File: config.mk
export PLATFORM = sky130hd
export DESIGN_NAME = bounded_deque_with_search
export DESIGN_NICKNAME = d
export VERILOG_FILES = /design/src/hw/rtl/bdq_pkg.sv /design/src/hw/rtl/bdq_ram.sv /design/src/hw/rtl/bounded_deque_with_search.sv
export SDC_FILE = /design/constraint.sdc
export NUM_CORES = 2
export LEC_CHECK = 0
export ABC_AREA = 0
export BUFFER_PORTS_ARGS = -buffer_cell sky130_fd_sc_hd__buf_2
export CORE_MARGIN = 2
export CORE_UTILIZATION = 40
export CTS_CLUSTER_DIAMETER = 30
export DETAILED_ROUTE_END_ITERATION = 8
export HOLD_SLACK_MARGIN = 0.08
export PLACE_DENSITY = 0.53
export REMOVE_ABC_BUFFERS = 1
export SYNTH_ARGS = -nofsm -noshare
export SYNTH_HDL_FRONTEND = slang
export SYNTH_SLANG_ARGS = --single-unit
File: constraint.sdc
create_clock -name clk_i -period 7.4 [get_ports clk_i]
set_clock_uncertainty 0.15 [all_clocks]
set_input_delay 0.74 -clock clk_i [delete_from_list [all_inputs] [get_ports clk_i]]
set_output_delay 0.74 -clock clk_i [all_outputs]
set_load 0.02 [all_outputs]
File: src/hw/rtl/bdq_pkg.sv
package bdq_pkg;

  // Field widths of the input and result transfers.
  localparam int unsigned OpW       = 3;
  localparam int unsigned DataW     = 32;
  localparam int unsigned PosW      = 6;
  localparam int unsigned InBits    = OpW + DataW + PosW;
  localparam int unsigned InTdataW  = ((InBits + 7) / 8) * 8;

  // Operation codes carried in the op field.
  typedef enum logic [OpW-1:0] {
    OP_PUSH_FRONT = 3'd0,
    OP_PUSH_BACK  = 3'd1,
    OP_POP_FRONT  = 3'd2,
    OP_POP_BACK   = 3'd3,
    OP_PEEK_FRONT = 3'd4,
    OP_PEEK_BACK  = 3'd5,
    OP_FIND       = 3'd6,
    OP_READ_AT    = 3'd7
  } op_e;

  // Sequencer states, one-hot.
  typedef enum logic [4:0] {
    S_IDLE = 5'b00001,
    S_EXEC = 5'b00010,
    S_WAIT = 5'b00100,
    S_SCAN = 5'b01000,
    S_DONE = 5'b10000
  } state_e;

endpackage

File: src/hw/rtl/bdq_ram.sv
module bdq_ram #(
  parameter int unsigned Width = 32,
  parameter int unsigned Depth = 64,
  localparam int unsigned AddrW = $clog2(Depth)
) (
  input  logic             clk_i,
  input  logic             we_i,
  input  logic [AddrW-1:0] waddr_i,
  input  logic [Width-1:0] wdata_i,
  input  logic [AddrW-1:0] raddr_i,
  output logic [Width-1:0] rdata_o
);

  logic [Width-1:0] mem_q [Depth];
  logic [Width-1:0] rdata_q;

  // One write port and one read port with registered read data.
  always_ff @(posedge clk_i) begin
    if (we_i) begin
      mem_q[waddr_i] <= wdata_i;
    end
    rdata_q <= mem_q[raddr_i];
  end

  assign rdata_o = rdata_q;

endmodule

File: src/hw/rtl/bounded_deque_with_search.sv
// Double-ended queue of signed values held in a ring memory of DEPTH entries,
// with a linear search for the first position holding a given value.
//
// Input channel (s_axis): one transfer carries one operation: push front,
// push back, pop front, pop back, peek front, peek back, find, or read at a
// position counted from the front. Output channel (m_axis): every operation
// gives exactly one result transfer with an ok flag, the data read, the
// found position and the entry count after the operation.
//
// The block works on one operation at a time and drops s_axis_tready while
// it is busy. An accepted operation passes from IDLE through EXEC to DONE,
// where the result is loaded in the output register. A successful peek or
// read at goes through WAIT on the way for its registered memory read, and
// a find on a non-empty queue stays in SCAN while it compares entries; the
// compare unit checks one stored entry per cycle, and a search of a full
// queue compares up to DEPTH entries. The sequencer returns to idle on the
// edge that loads the result, and the next operation is accepted from there.
//
// The result sits in an output register; if m_axis_tready is low the block
// still completes the next operation and holds it until that register frees.
// Reset empties the queue at once; memory contents are not cleared.
module bounded_deque_with_search #(
  parameter int unsigned DEPTH      = 64,
  parameter int unsigned VALUE_BITS = 32,
  localparam int unsigned CntW      = $clog2(DEPTH + 1),
  localparam int unsigned OutBits   = 1 + 32 + 6 + CntW,
  localparam int unsigned OutTdataW = ((OutBits + 7) / 8) * 8
) (
  input  logic                             clk_i,
  input  logic                             rst_ni,
  input  logic                             s_axis_tvalid,
  output logic                             s_axis_tready,
  // op [2:0], value [34:3], position [40:35], zero fill above
  input  logic [bdq_pkg::InTdataW-1:0]     s_axis_tdata,
  output logic                             m_axis_tvalid,
  input  logic                             m_axis_tready,
  // ok [0], data [32:1], found_position [38:33], count [38+CntW:39], zero fill
  output logic [OutTdataW-1:0]             m_axis_tdata
);

  import bdq_pkg::*;

  localparam int unsigned IdxW = $clog2(DEPTH);
  localparam int unsigned SumW = CntW + 1;
  localparam int unsigned CmpW = (CntW > PosW) ? CntW : PosW;
  localparam int unsigned FpW  = IdxW + PosW;

  // Unpacked input fields.
  logic [OpW-1:0]          in_op;
  logic signed [DataW-1:0] in_value;
  logic [PosW-1:0]         in_pos;

  assign in_op    = s_axis_tdata[OpW-1:0];
  assign in_value = signed'(s_axis_tdata[OpW+DataW-1:OpW]);
  assign in_pos   = s_axis_tdata[OpW+DataW+PosW-1:OpW+DataW];

  // Control state.
  state_e          state_q, state_d;
  logic [IdxW-1:0] front_q, front_d;
  logic [CntW-1:0] count_q, count_d;
  logic            out_valid_q, out_valid_d;

  // Operation and result working registers.
  op_e                   op_q, op_d;
  logic [VALUE_BITS-1:0] value_q, value_d;
  logic [PosW-1:0]       pos_q, pos_d;
  logic [IdxW-1:0]       scan_idx_q, scan_idx_d;
  logic [IdxW-1:0]       scan_slot_q, scan_slot_d;
  logic                  res_ok_q, res_ok_d;
  logic [DataW-1:0]      res_data_q, res_data_d;
  logic [PosW-1:0]       res_fpos_q, res_fpos_d;
  logic                  out_ok_q, out_ok_d;
  logic [DataW-1:0]      out_data_q, out_data_d;
  logic [PosW-1:0]       out_fpos_q, out_fpos_d;
  logic [CntW-1:0]       out_count_q, out_count_d;

  // Memory port signals.
  logic                  ram_we;
  logic [IdxW-1:0]       ram_raddr;
  logic [VALUE_BITS-1:0] ram_rdata;

  // Shared slot unit: ring slot of front plus an offset, wrapped once.
  logic [CntW-1:0] offset;
  logic [SumW-1:0] slot_sum;
  logic [IdxW-1:0] slot;
  logic            full;
  logic            empty;
  logic            pos_in_range;
  logic [IdxW-1:0] scan_next_slot;
  logic            scan_last;
  logic            scan_hit;
  logic [FpW-1:0]  fpos_wide;
  logic            in_xfer;
  logic            out_free;

  assign full         = (count_q == CntW'(DEPTH));
  assign empty        = (count_q == '0);
  assign pos_in_range = (CmpW'(pos_q) < CmpW'(count_q));

  always_comb begin
    case (op_q)
      OP_PUSH_FRONT: offset = CntW'(DEPTH - 1);
      OP_PUSH_BACK:  offset = count_q;
      OP_POP_FRONT:  offset = CntW'(1);
      OP_PEEK_BACK:  offset = count_q - 1'b1;
      OP_READ_AT:    offset = CntW'(pos_q);
      default:       offset = '0;
    endcase
  end

  assign slot_sum = SumW'(front_q) + SumW'(offset);
  assign slot     = (slot_sum >= SumW'(DEPTH)) ? IdxW'(slot_sum - SumW'(DEPTH))
                                               : IdxW'(slot_sum);

  // Scan walks the ring one slot per cycle; the compare sees last cycle's read.
  assign scan_next_slot = (scan_slot_q == IdxW'(DEPTH - 1)) ? '0 : scan_slot_q + 1'b1;
  assign scan_last      = (CntW'(scan_idx_q) == count_q - 1'b1);
  assign scan_hit       = (ram_rdata == value_q);
  assign fpos_wide      = FpW'(scan_idx_q);

  assign in_xfer  = s_axis_tvalid && s_axis_tready;
  assign out_free = !out_valid_q || m_axis_tready;

  assign ram_we    = (state_q == S_EXEC) && !full &&
                     ((op_q == OP_PUSH_FRONT) || (op_q == OP_PUSH_BACK));
  assign ram_raddr = (state_q == S_EXEC) ? slot : scan_next_slot;

  // Sequencer.
  always_comb begin
    state_d     = state_q;
    front_d     = front_q;
    count_d     = count_q;
    op_d        = op_q;
    value_d     = value_q;
    pos_d       = pos_q;
    scan_idx_d  = scan_idx_q;
    scan_slot_d = scan_slot_q;
    res_ok_d    = res_ok_q;
    res_data_d  = res_data_q;
    res_fpos_d  = res_fpos_q;
    out_valid_d = out_valid_q;
    out_ok_d    = out_ok_q;
    out_data_d  = out_data_q;
    out_fpos_d  = out_fpos_q;
    out_count_d = out_count_q;

    // The output register empties on a result transfer.
    if (out_valid_q && m_axis_tready) begin
      out_valid_d = 1'b0;
    end

    unique case (state_q)
      S_IDLE: begin
        if (in_xfer) begin
          op_d       = op_e'(in_op);
          value_d    = VALUE_BITS'(in_value);
          pos_d      = in_pos;
          res_ok_d   = 1'b0;
          res_data_d = '0;
          res_fpos_d = '0;
          state_d    = S_EXEC;
        end
      end
      S_EXEC: begin
        state_d = S_DONE;
        case (op_q)
          OP_PUSH_FRONT: begin
            if (!full) begin
              front_d  = slot;
              count_d  = count_q + 1'b1;
              res_ok_d = 1'b1;
            end
          end
          OP_PUSH_BACK: begin
            if (!full) begin
              count_d  = count_q + 1'b1;
              res_ok_d = 1'b1;
            end
          end
          OP_POP_FRONT: begin
            if (!empty) begin
              front_d  = slot;
              count_d  = count_q - 1'b1;
              res_ok_d = 1'b1;
            end
          end
          OP_POP_BACK: begin
            if (!empty) begin
              count_d  = count_q - 1'b1;
              res_ok_d = 1'b1;
            end
          end
          OP_PEEK_FRONT, OP_PEEK_BACK: begin
            if (!empty) begin
              state_d = S_WAIT;
            end
          end
          OP_FIND: begin
            if (!empty) begin
              scan_idx_d  = '0;
              scan_slot_d = slot;
              state_d     = S_SCAN;
            end
          end
          default: begin
            if (pos_in_range) begin
              state_d = S_WAIT;
            end
          end
        endcase
      end
      S_WAIT: begin
        res_ok_d   = 1'b1;
        res_data_d = DataW'(ram_rdata);
        state_d    = S_DONE;
      end
      S_SCAN: begin
        if (scan_hit) begin
          res_ok_d   = 1'b1;
          res_fpos_d = fpos_wide[PosW-1:0];
          state_d    = S_DONE;
        end else if (scan_last) begin
          state_d = S_DONE;
        end else begin
          scan_idx_d  = scan_idx_q + 1'b1;
          scan_slot_d = scan_next_slot;
        end
      end
      S_DONE: begin
        if (out_free) begin
          out_valid_d = 1'b1;
          out_ok_d    = res_ok_q;
          out_data_d  = res_data_q;
          out_fpos_d  = res_fpos_q;
          out_count_d = count_q;
          state_d     = S_IDLE;
        end
      end
      default: begin
        state_d = S_IDLE;
      end
    endcase
  end

  // Control registers.
  always_ff @(posedge clk_i or negedge rst_ni) begin
    if (!rst_ni) begin
      state_q     <= S_IDLE;
      front_q     <= '0;
      count_q     <= '0;
      out_valid_q <= 1'b0;
    end else begin
      state_q     <= state_d;
      front_q     <= front_d;
      count_q     <= count_d;
      out_valid_q <= out_valid_d;
    end
  end

  // Payload registers.
  always_ff @(posedge clk_i) begin
    op_q        <= op_d;
    value_q     <= value_d;
    pos_q       <= pos_d;
    scan_idx_q  <= scan_idx_d;
    scan_slot_q <= scan_slot_d;
    res_ok_q    <= res_ok_d;
    res_data_q  <= res_data_d;
    res_fpos_q  <= res_fpos_d;
    out_ok_q    <= out_ok_d;
    out_data_q  <= out_data_d;
    out_fpos_q  <= out_fpos_d;
    out_count_q <= out_count_d;
  end

  // Ring storage.
  bdq_ram #(
    .Width (VALUE_BITS),
    .Depth (DEPTH)
  ) u_ram (
    .clk_i   (clk_i),
    .we_i    (ram_we),
    .waddr_i (slot),
    .wdata_i (value_q),
    .raddr_i (ram_raddr),
    .rdata_o (ram_rdata)
  );

  // Channel outputs.
  assign s_axis_tready = (state_q == S_IDLE);
  assign m_axis_tvalid = out_valid_q;
  assign m_axis_tdata  = OutTdataW'({out_count_q, out_fpos_q, out_data_q, out_ok_q});

endmodule

* After elaboration in Yosys (flattened, before gate mapping)
Memory sizes are Yosys's and may differ from the RTL's. A register that Yosys moved wholly into a read port is not among the register bits.
Index checks and enable logic that the tools add are counted.
** Cells by class
- $add $sub $neg :: 6
- Eq/ne operators :: 31
- $lt $le $gt $ge :: 2
- Reduce and logical (&&, ||, !) cells :: 29
- Mux-type cells :: 44
** Operator list (count)
- $mux W6 :: 14
- $pmux W32 S2 :: 1
- $pmux W6 S2 :: 4
- $mux W5 :: 7
- $pmux W7 S5 :: 1
- $eq A32 B32 Y1 :: 1
- $mux W32 :: 1
- $pmux W5 S5 :: 1
- $ne A2 B2 Y1 const B :: 9
- $pmux W5 S3 :: 1
- $mux W7 :: 2
- $pmux W7 S2 :: 1
- $add A6 B1 Y6 const B :: 2
- $eq A3 B3 Y1 const B :: 4
- $ne A3 B3 Y1 const B :: 4
- $reduce_bool A2 Y1 :: 5
- $mux W1 :: 9
- $add A6 B7 Y8 :: 1
- $ge A8 B7 Y1 const B :: 1
- $reduce_and A4 Y1 :: 2
- $add A7 B1 Y7 const B :: 1
- $eq A6 B7 Y1 :: 1
- $eq A7 B7 Y1 const B :: 1
- $logic_not A7 Y1 :: 1
- 25 further kinds :: 37
** Storage, ports and cells
- Flip-flop bits (word level) :: 157
- Memories kept :: 1
- RAM bits :: 2048
** Memory list
- u_ram.mem_q :: words 64, bits a word 32, read ports 1, clocked after Yosys merged registers in 1, wr ports 1, RTL line bdq_ram.sv:14 : logic [Width-1:0] mem_q [Depth];

* Logic depth before layout (Yosys ltp)
- Depth after elaboration :: 8
- Mapped depth :: 21
- Mapped depth without buffers :: 15

* Modules after synthesis
Synthesis repeated with hierarchy kept, for this count alone.
** Unflattened totals
- Cells, all modules :: 3824
- Area total of the unflattened synthesis :: 85404.4 sq um
** By module, submodules not included
- bdq_ram :: instances 1, seq. area each 62139.6 sq um, cells each 3324, area an instance 78512.8 sq um
- bounded_deque_with_search :: instances 1, seq. area each 4620.7 sq um, cells each 500, area an instance 6891.6 sq um

* Least setup slack after synthesis
No wires, ideal clock.
- Path kind :: register to register
- From :: reg count_q[0]
- To :: mem u_ram.mem_q[0][0] (enable)
- Data arrival time :: 4.723 ns
- Path buffers :: 3
- Library setup time :: 0.421 ns
- Path slack :: 2.106 ns
- Clock period less this slack :: 5.294 ns
- Cell stages (with the launch flop) :: 18
- Path through :: dfrtp_1 inv_1 ha_1 clkbuf_1 nand2_1 o31ai_1 a32oi_1 o21ai_0 ha_1 or3b_2 o211ai_1 a311oi_1 o211a_1 or2_1 buf_2 or2_2 clkbuf_1 nor2_1
** Between the ends
- Longest elaborated chain between the ends :: 6
** RTL lines
- from (decl) :: RTL line bounded_deque_with_search.sv:60 : logic [CntW-1:0] count_q, count_d;
- from (signal assigned) :: RTL line bounded_deque_with_search.sv:255 : count_q <= count_d;
- parallel branches: the longest is 6 deep, another holds $add A6 B7 Y8
- to (decl) :: RTL line bdq_ram.sv:14
Parallel ways; which one is timed is not known.

* Worst setup path in the final report
- From :: reg op_q[1]
- To :: reg u_ram.rdata_q[3], in the netlist u_ram.rdata_o[3], read port of u_ram.mem_q
** Between the ends
- Longest elaborated chain between the ends :: 6
** RTL lines
- from (decl) :: RTL line bounded_deque_with_search.sv:64 : op_e op_q, op_d;
- from (signal assigned) :: RTL line bounded_deque_with_search.sv:262 : op_q <= op_d;
- $eq A3 B3 Y1 (tied with other cells) :: RTL line bounded_deque_with_search.sv:101 : case (op_q)
- $pmux W7 S5 * :: RTL line bounded_deque_with_search.sv:101
- $add A6 B7 Y8 * :: RTL line bounded_deque_with_search.sv:111 : assign slot_sum = SumW'(front_q) + SumW'(offset);
- $ge A8 B7 Y1 / $sub A6 B1 Y6 (equally long branches) :: RTL line bounded_deque_with_search.sv:112 : assign slot = (slot_sum >= SumW'(DEPTH)) ? IdxW'(slot_sum - SumW'(DEPTH))
- $mux W6 * :: RTL line bounded_deque_with_search.sv:112
- $mux W6 * :: RTL line bounded_deque_with_search.sv:126 : assign ram_raddr = (state_q == S_EXEC) ? slot : scan_next_slot;
- to (decl) :: RTL line bdq_ram.sv:15 : logic [Width-1:0] rdata_q;
Mark *: on every way between the ends. The rest lies on a longest branch, timed or not.
A chain may end at the register's enable or synchronous reset.

==> qor.csv <==
metric;value;unit
overflow;0;
numCtsBuffers;470;
postCtsHoldBufs;44;
drt-initial-drc-count;6320;
ys_top_cells_by_count;2186 x edfxtp_1, 989 x nand2_1, 351 x mux2i_1, 240 x and3_1, 226 x clkbuf_1;
coreArea;217200;sq um
fillers;18017;
critical_path_class;flop to flop;
crit_required;8050;ps
port_buffers;92;
dp_hpwl;155000;um
crit_fanout;31;
die_h;471.6;um
arrival;6820;ps
ant_nets;0;
post-route-period-util;83.39;%
yosysWarnings;0;
first_pass_iters;6;
worstPathCellList;inv_1 -> o21ai_0 -> mux2i_1 -> ha_1 -> fa_1 -> xor2_1 -> nor3_1 -> a21o_1 -> nand3_4 -> o22ai_1 -> or4_1 -> a22oi_1 -> o211ai_1;
status;complete, no violations;
place_inst;8538;
rsz0062_at_grt;false;
path_clk_slew;50;ps
cpPeakStageDelay;810;ps
finalCriticalPeriod;6171;ps
synth_top_area_share;75.05;%
async_flop_share;0.8494;%
route.detailed.wl_per_inst;29.37;um
place_congestion;0.8467;
setup_violations;0;
routed_via_density;5.744;
grt_usage;24.53;%
hold_viol;0;
wirelength;277400;um
root_buffer;clkbuf_16;
yosys.cell_count.top_type;edfxtp_1;
hold_path.class;primary input to async pin;
synth-seq-cells;2237;
setup_slack;1229;ps
drc;0;
via_count;54247;
yosys.cell_types.count;74;
antenna_found_initial;9;
r2r_start;op_q[1];
h-tree-depth;5;
dp_worst_setup_slack;1275;ps
p_per_area;398.7;nW/um^2
synthFlopType;edfxtp_1;
final_nets;6268;
grt_max_degree;137;
clock_sinks;2237;
grt_pass1_vias;52669;
holdWs;155.7;ps
cts_tree;yes;
grt_pass1_wl;391700;um
regToRegSetupSlack;1230;ps
fin_cells;9444;
crit_path_start_kind;flop;
utilization;50.17;%
synth_top_area_cell;edfxtp_1;
drive_gt1_share;17.66;%
r2r_cells;13;
drv_cap;0;
worstMarginPinSlew;1193;ps
clockBufferDepth;4;
fmax;162.1;MHz
end_kind;flop;
syn2layout_area_growth;24.55;%
post_cts_resized;0;
synth_enable_flop_cells;2186;
dieArea;222400;sq um
vdd_ir_drop_max;312.2;uV
p_leak;37.89;nW
drv_slew;0;
cts_setup_buffers;0;
reg2reg_to;u_ram.rdata_o[3];
max-slew-margin-rel;19.71;%
crit_family;compound AO/OA/AOI/OAI gates;
syn_area;87470;sq um
num_rows;171;
crit_buf_inv;1;
die_w;471.6;um
seq_area_frac_synth;76.32;%
slowest_stage;nand3_4;
synthTopCellsByArea;edfxtp_1 75%, nand2_1 4.2%, mux2i_1 4.0%;
syn_inst;5763;
clkLatencyLatePin;1010;ps
synth.avg_cell_area;15.18;sq um
io_pins;102;
start_util;40.28;%
## how the worst max path moves through the flow
stage                          start                end  slack (ps)  depth (start not counted)
after detailed placement  count_q[0]  u_ram.rdata_o[24]        1270                         14
after CTS                 count_q[0]  u_ram.rdata_o[24]        1260                         14
final                        op_q[1]   u_ram.rdata_o[3]        1230                         13
after floorplan              op_q[1]  u_ram.rdata_o[12]      -12710                         11
after global routing      count_q[0]  u_ram.rdata_o[27]        1100                         15
after global placement       op_q[1]  u_ram.rdata_o[24]        1370                         13
## through the flow
step	setup TNS [ps]	area (sq um)	power, mW
after floorplan	-404980	85790	20.10
after global placement	0	92560	22.56
after detailed placement	0	92560	22.62
after CTS	0	108900	43.56
after global routing	0	108900	44.66
final	0	108900	43.43
## placed cells by master, fill, tap and decap left out, drive strengths merged, types with 24 or more instances in the layout
master,count
or4,41
a21oi,210
xnor2,46
nor4,39
clkinv,181
nand2,990
dlygate4sd3,44
mux2i,352
edfxtp,2186
buf,315
nand3,218
clkbuf,544
a31oi,38
nor2,104
and3,240
clkinvlp,46
dfxtp,32
o22ai,105
and2,45
o21ai,55
a311oi,97
inv,29
o221ai,40
o32ai,53
o41ai,24
a211oi,207
bufinv,72
## per-layer routing
metal	track usage, %	share of wire [%]
met1	33.99	42
met2	38.20	46
met3	5.218	8.4
met4	8.802	3.4
met5	0	0
## where the power goes
| group | internal [mW] | switching, mW | total (mW) |
|---|---|---|---|
| sequential | 14.9 | 0.381 | 15.3 |
| combinational | 1.90 | 5.32 | 7.22 |
| clock | 14.3 | 6.67 | 20.9 |
## cells by family (layout without fill, tap and decap cells)
kind of cell	count (synthesis)	after routing	synth area share, %
compound gates	954	954	7.731
xor+xnor	56	56	0.5607
fa+ha+maj	16	16	0.2375
buf+inv	408	1231	1.983
flops	2237	2237	76.32
mux	357	357	4.097
other cells	1	5	0.004287
simple gates	1734	1734	9.063
## sequential cells by signal (all words and copies together), names as in the netlist, 7 cells and up
name	count
out_count_q	7
out_data_q	32
u_ram.mem_q	2048
res_data_q	32
count_q	7
u_ram.rdata_o	32
value_q	32
## cell type report
cell class	instances	area [sq um]	share of cell area (%)
diodes	3	7.507	0.006891
clock buffers	544	12290	11.28
repair buffers	359	2950	2.708
multi-input cells	3119	19670	18.05
inverters	13	48.80	0.04479
flip-flops and latches	2237	66760	61.28
well taps	2854	3571	3.278
clock inverters	315	3654	3.353
Power figures use the tool's default switching activity.
